--- src/hdl/smie_pkg.sv ---
// Shared types, opcodes and sizing constants of the stack machine instruction executor.
package smie_pkg;

   localparam int STACK_DEPTH = 64;
   localparam int VAR_COUNT   = 64;
   localparam int LABEL_COUNT = 256;
   localparam int WORD_W      = 32;
   localparam int OPCODE_W    = 5;
   localparam int LABEL_W     = 8;

   typedef enum logic [OPCODE_W-1:0] {
      OP_LOAD_VAR   = 5'd0,
      OP_PUSH_IMM   = 5'd1,
      OP_STORE_KEEP = 5'd2,
      OP_STORE_POP  = 5'd3,
      OP_ADD        = 5'd4,
      OP_SUB        = 5'd5,
      OP_MUL        = 5'd6,
      OP_DIV        = 5'd7,
      OP_JUMP       = 5'd8,
      OP_JUMP_ZERO  = 5'd9,
      OP_EQ         = 5'd10,
      OP_NE         = 5'd11,
      OP_GT         = 5'd12,
      OP_LT         = 5'd13,
      OP_GE         = 5'd14,
      OP_LE         = 5'd15,
      OP_AND        = 5'd16,
      OP_OR         = 5'd17,
      OP_NOT        = 5'd18,
      OP_READ_INPUT = 5'd19,
      OP_PRINT      = 5'd20,
      OP_HALT       = 5'd21
   } opcode_type;

   typedef enum logic [1:0] {
      ERR_NONE      = 2'd0,
      ERR_UNDERFLOW = 2'd1,
      ERR_OVERFLOW  = 2'd2,
      ERR_DIV_ZERO  = 2'd3
   } error_type;

   typedef struct packed {
      logic [OPCODE_W-1:0]      opcode;
      logic signed [WORD_W-1:0] operand;
      logic signed [WORD_W-1:0] input_value;
   } req_type;

   typedef struct packed {
      logic                     branch_taken;
      logic [LABEL_W-1:0]       branch_label;
      logic                     print_valid;
      logic signed [WORD_W-1:0] print_value;
      logic                     halted;
      logic [1:0]               error_code;
   } rsp_type;

endpackage

--- src/hdl/smie_ram.sv ---
// Generic single-write, single-read RAM with registered read data.
module smie_ram #(
   parameter int  WIDTH = smie_pkg::WORD_W,
   parameter int  DEPTH = smie_pkg::STACK_DEPTH,
   localparam int AW    = (DEPTH > 1) ? $clog2(DEPTH) : 1
) (
   input  logic             clock,
   input  logic             wr_en,
   input  logic [AW-1:0]    wr_addr,
   input  logic [WIDTH-1:0] wr_data,
   input  logic             rd_en,
   input  logic [AW-1:0]    rd_addr,
   output logic [WIDTH-1:0] rd_data
);

   logic [WIDTH-1:0] mem_ff [DEPTH];
   logic [WIDTH-1:0] rd_data_ff;

   always_ff @(posedge clock) begin
      if (wr_en) begin
         mem_ff[wr_addr] <= wr_data;
      end
      // hold read data while no read is issued
      if (rd_en) begin
         rd_data_ff <= mem_ff[rd_addr];
      end
   end

   assign rd_data = rd_data_ff;

endmodule

--- config.mk ---
export PLATFORM = sky130hd
export DESIGN_NAME = smie_ram
export DESIGN_NICKNAME = d
export VERILOG_FILES = /design/src/hdl/smie_pkg.sv /design/src/hdl/smie_ram.sv
export SDC_FILE = /design/constraint.sdc
export NUM_CORES = 2
export LEC_CHECK = 0
export ABC_CLOCK_PERIOD_IN_PS = 8900
export BUFFER_PORTS_ARGS = -buffer_cell sky130_fd_sc_hd__buf_2
export CAP_MARGIN = 20
export CELL_PAD_IN_SITES_DETAIL_PLACEMENT = 0
export CELL_PAD_IN_SITES_GLOBAL_PLACEMENT = 1
export CORE_MARGIN = 1
export CORE_UTILIZATION = 51
export DETAILED_ROUTE_END_ITERATION = 12
export PLACE_DENSITY_LB_ADDON = 0.15
export RECOVER_POWER = 25
export SYNTH_ARGS = -nofsm -noshare
export SYNTH_HDL_FRONTEND = slang
export SYNTH_SLANG_ARGS = --single-unit
export TNS_END_PERCENT = 20
--- constraint.sdc ---
create_clock -name clock -period 8.9 [get_ports clock]
set_clock_uncertainty 0.2 [all_clocks]
set_input_delay 0.89 -clock clock [delete_from_list [all_inputs] [get_ports clock]]
set_output_delay 0.89 -clock clock [all_outputs]
set_load 0.02 [all_outputs]
# Yosys cells after proc, flatten, opt, wreduce, memory -nomap -nowiden
# Memories as Yosys holds them, arrays and structs flattened. A register that Yosys moved wholly into a read port is not among the register bits.
# Index checks and enable logic that the tools add are counted.
# totals
reg_bits	0
mem_bits_rw	2048
in_bits	47
out_inout_bits	32
elab_cells	3
mem_count	1
# classes
n_mux	2
# mem_list
name	depth	word_bits	rd	rd_clocked_by_memory_dff	write_ports	line	text
mem_ff	64	32	1	1	1	smie_ram.sv:16	logic [WIDTH-1:0] mem_ff [DEPTH];
# op_table
operator	n
1-bit 2-to-1 mux	2

# Logic depth before layout (Yosys ltp)
# logic_depth
word_depth	2
ltp_mapped	10
ltp_nobuf	5

# Least setup slack after synthesis
# Ideal clock, no wire load.
# synth_path
path_kind	input to register
startpoint	input wr_addr[3]
endpoint	memory mem_ff[48][0] in the netlist's numbering, enable pin
t_arrival_ps	3589
t_required_ps	8239
slack_ps	4650
cell_stages	4
path_buffers	1
path_cell_list	clkbuf_1 nor2b_1 nand4b_1 nor3_1
# synth_lines
element	line	text
start, declared	smie_ram.sv:9	input logic [AW-1:0] wr_addr,
end, declared	smie_ram.sv:16	
# No word-level cell before the write port.

==> metrics list <==
* Status: complete, but fails checks
- The checks that failed: max-capacitance violations, max-slew violations.
- At the worst endpoint, the arrival time is 4.52 ns.
- STA classifies the critical path endpoint as a flip-flop.
* TritonCTS clock tree: yes
- The longest clock path from root to sink contains 3 buffers.
- Data on the critical path is required at its endpoint by 9.19 ns.
* Drt drc: 0
- The number of setup buffers added after CTS is 0.
- Setup slack on the worst flop-to-flop path: 5.98 ns
- Clock-pin slew was measured on the worst setup and hold paths at 0.06 ns.
- Total Nets Final: 3,599
- Global-route wire length before repair: 286,000 um
- Total via count in the routed design: 36,500
- Count of distinct cell types in the synthesized netlist: 33
- Dividing the final minimum period by the clock period gives 47.6%.
* Clock sink count: 2,080
* Fraction of synthesized cell area in xor and xnor cells: 0%
- The H-tree was split into 4 levels.
- Setup violations remaining at the end of the flow were counted as 0.
* Multiplexer fraction of the synthesized cell area: 16.7%
- Critical-path maximum fanout: 92
- Horizontal die dimension: 395 um
- The die covers 156,000 um2.
- HPWL after DPL: 106,000 um
- Number of flops mapped to enable cells by yosys: 2,080
* Sequential cell area fraction in the yosys report: 79.2%
- In this run the power density over the cells is 226 nW/um2.
- For this run, the top clock speed supported by timing is 236 MHz.
- Leakage power of the design: 27.3 nW
* Net count of the mapped netlist: 3,371
* Synth Area in Simple Gates: 1.26%
* Area leader, netlist: sky130_fd_sc_hd__edfxtp_1
* Number of pins with negative max-slew slack in the final report: 1,401
- Post-Route WL: 205,000 um
- Clock tree synthesis inserted a total of 200 buffers.
* Leading cell types by total area after synthesis: sky130_fd_sc_hd__edfxtp_1 (79%), sky130_fd_sc_hd__mux4_2 (16%), sky130_fd_sc_hd__mux2i_1 (1.2%)
- In the synthesized netlist the dominant register cell turns out to be sky130_fd_sc_hd__edfxtp_1.
- The tool flagged a number of max-cap violations equal to 25.
* Final cell area excluding filler cells: 88,500 um2
- After floorplanning, the core was divided into 143 placement rows.
- Clk Latency, worst-skew pair: 0.82 ns
- The number of antenna violations at the first check in global routing is 19.
- Entering global routing, the biggest net connects 99 pins.
- Routed len/inst: 35.7 um
- Mean instance size in the synthesized netlist: 23.7 um2
* Normalized max-slew margin: -133%
* Core region area: 153,000 um2
- Buffers inserted to repair hold after CTS numbered 0.
- The Yosys step of the flow raised 0 warnings.
- Fraction of registers with async set or reset after synthesis: 0%
* Number of global-route vias before repair: 37,700
* Via density per instance: 6.35
- Fraction of the mapped netlist area in adder cells: 0%
- Setup repair after global routing left no endpoint under its margin.
- Path class of the lowest-slack min-delay path: in2reg
- Number of iterations in the first detailed-routing pass: 5
- Dominant combinational cell family by area after synthesis: multiplexers
- Number of flip-flops and latches in the synthesized netlist: 2,080
- Total routing resource utilization after global routing: 26.7%
* Vert. Die Dim: 395 um
* Most common cell in the netlist: sky130_fd_sc_hd__edfxtp_1
- Once detail routing completed, the nets flagged for antenna violations numbered 0.
* Post-synthesis to final-layout area growth: 12.3%
- Transition time at the pin with the least slew margin: 3.50 ns
- Final min period: 4.23 ns
* Setup crit start kind: input pin
* Count of routing violations after the opening detailed-route iteration: 4,034
* Cell count after synthesis: 3,324
* Buffer type at the clock tree root: sky130_fd_sc_hd__clkbuf_16
- After routing, the total negative slack on setup checks comes to 0 ns.
- The cell area that synthesis handed to floorplanning was 78,800 um2.
* Starting Density: 51.7%
- The hold violation count in the final report is 0.
* CTS resizes: 0
- IO Pins: 79
* IR drop worst, VDD: 0.000193 V
- The synthesized netlist devotes 1.67% of its cell area to compound gates.
- In the final layout, the share of cells above drive strength 1 is 28.3%.
- The top cell type by area accounts for 79.2% of the synthesized area.
* Buffers added on ports: 78
- In this run the cell area measured after placement is 82,400 um2.
* Total congestion overflow: 0
- Gpl congestion: 0.804
* Kind of critical path: in2reg
- Most frequent cells after synthesis: sky130_fd_sc_hd__edfxtp_1 (2,080), sky130_fd_sc_hd__mux4_2 (544), sky130_fd_sc_hd__nor2_1 (137)
[cells in the final DEF (no fill, tap or decap), types with 12 or more instances in the layout]
| cell | count |
|---|---|
| sky130_fd_sc_hd__nand2_1 | 26 |
| sky130_fd_sc_hd__a22oi_1 | 12 |
| sky130_fd_sc_hd__clkinv_1 | 41 |
| sky130_fd_sc_hd__bufinv_16 | 13 |
| sky130_fd_sc_hd__buf_4 | 97 |
| sky130_fd_sc_hd__clkinv_2 | 32 |
| sky130_fd_sc_hd__edfxtp_1 | 2080 |
| sky130_fd_sc_hd__o221ai_1 | 27 |
| sky130_fd_sc_hd__mux2i_1 | 93 |
| sky130_fd_sc_hd__nor2_1 | 75 |
| sky130_fd_sc_hd__o22ai_1 | 84 |
| sky130_fd_sc_hd__nor2_4 | 62 |
| sky130_fd_sc_hd__clkbuf_16 | 204 |
| sky130_fd_sc_hd__mux4_2 | 544 |
| sky130_fd_sc_hd__nor2b_1 | 15 |
| sky130_fd_sc_hd__buf_2 | 63 |
| sky130_fd_sc_hd__clkbuf_1 | 92 |
| sky130_fd_sc_hd__a21oi_1 | 62 |
[worst max-delay path: stages]
cell and delay [ns]:
sky130_fd_sc_hd__buf_8 0.70, sky130_fd_sc_hd__buf_12 0.64, sky130_fd_sc_hd__mux4_2 0.59, sky130_fd_sc_hd__mux4_2 0.57
sky130_fd_sc_hd__o22ai_1 0.81, sky130_fd_sc_hd__nor2_1 0.19
[power breakdown]
group,internal [W],switching (W)
Sequential,0.0109,0.0000394
Clock,0.00456,0.00351
Combinational,0.000348,0.000669
Total,0.0158,0.00422
[cell families after synthesis]
group	after synthesis
simple gates	223
buf+inv	182
compound gates	202
flops	2080
mux	637
[through the flow]
step / worst slack (ns) / hold WS (ns) / instances / total power (W) / util, %
6_report: 4.67 / 0.264 / 5749 / 0.0200 / 58.0
3_5_place_dp: 3.60 / 0.645 / 5369 / 0.0121 / 54.0
5_1_grt: 4.40 / 0.241 / 5741 / 0.0205 / 58.0
4_1_cts: 4.46 / 0.336 / 5730 / 0.0201 / 58.0
3_3_place_gp: 3.61 / 0.633 / 5368 / 0.0121 / 54.0
2_1_floorplan: 4.65 / 0.550 / 3324 / 0.0116 / -
[path summary, 6_finish.rpt]
kind | end | startpoint | depth (start not counted)
worst max-delay path | rd_data[27]$_DFFE_PP_ | rd_addr[0] | 6
worst min-delay path | mem_ff[33][20]$_DFFE_PP_ | wr_data[20] | 1
worst max register to register | rd_data[27]$_DFFE_PP_ | mem_ff[12][27]$_DFFE_PP_ | 4
worst min register to register | rd_data[8]$_DFFE_PP_ | mem_ff[28][8]$_DFFE_PP_ | 4
[layout make-up]
type                            count  area [um2]
Sequential cell                  2080       62500
Clock buffer                      261        5320
Multi-Input combinational cell   1062       16000
Fill cell                       10900       64100
Timing Repair Buffer              208        1400
Clock inverter                    100         845
Tap cell                         2030        2540
Antenna cell                        8        20.0
[layer usage]
| metal | vias up | share of wire, % | track usage, % |
|---|---|---|---|
| met1 | 19800 | 38 | 36.2 |
| met2 | 1609 | 49 | 42.6 |
| li1 | 14800 | - | - |
| met5 | - | 0.039 | 0 |
| met4 | 12 | 3.3 | 8.89 |
| met3 | 314 | 9.6 | 6.66 |
[flip-flops by register name (all words and copies together), names as in the netlist]
register  flops
mem_ff     2048
rd_data      32
Power figures use the tool's default switching activity.
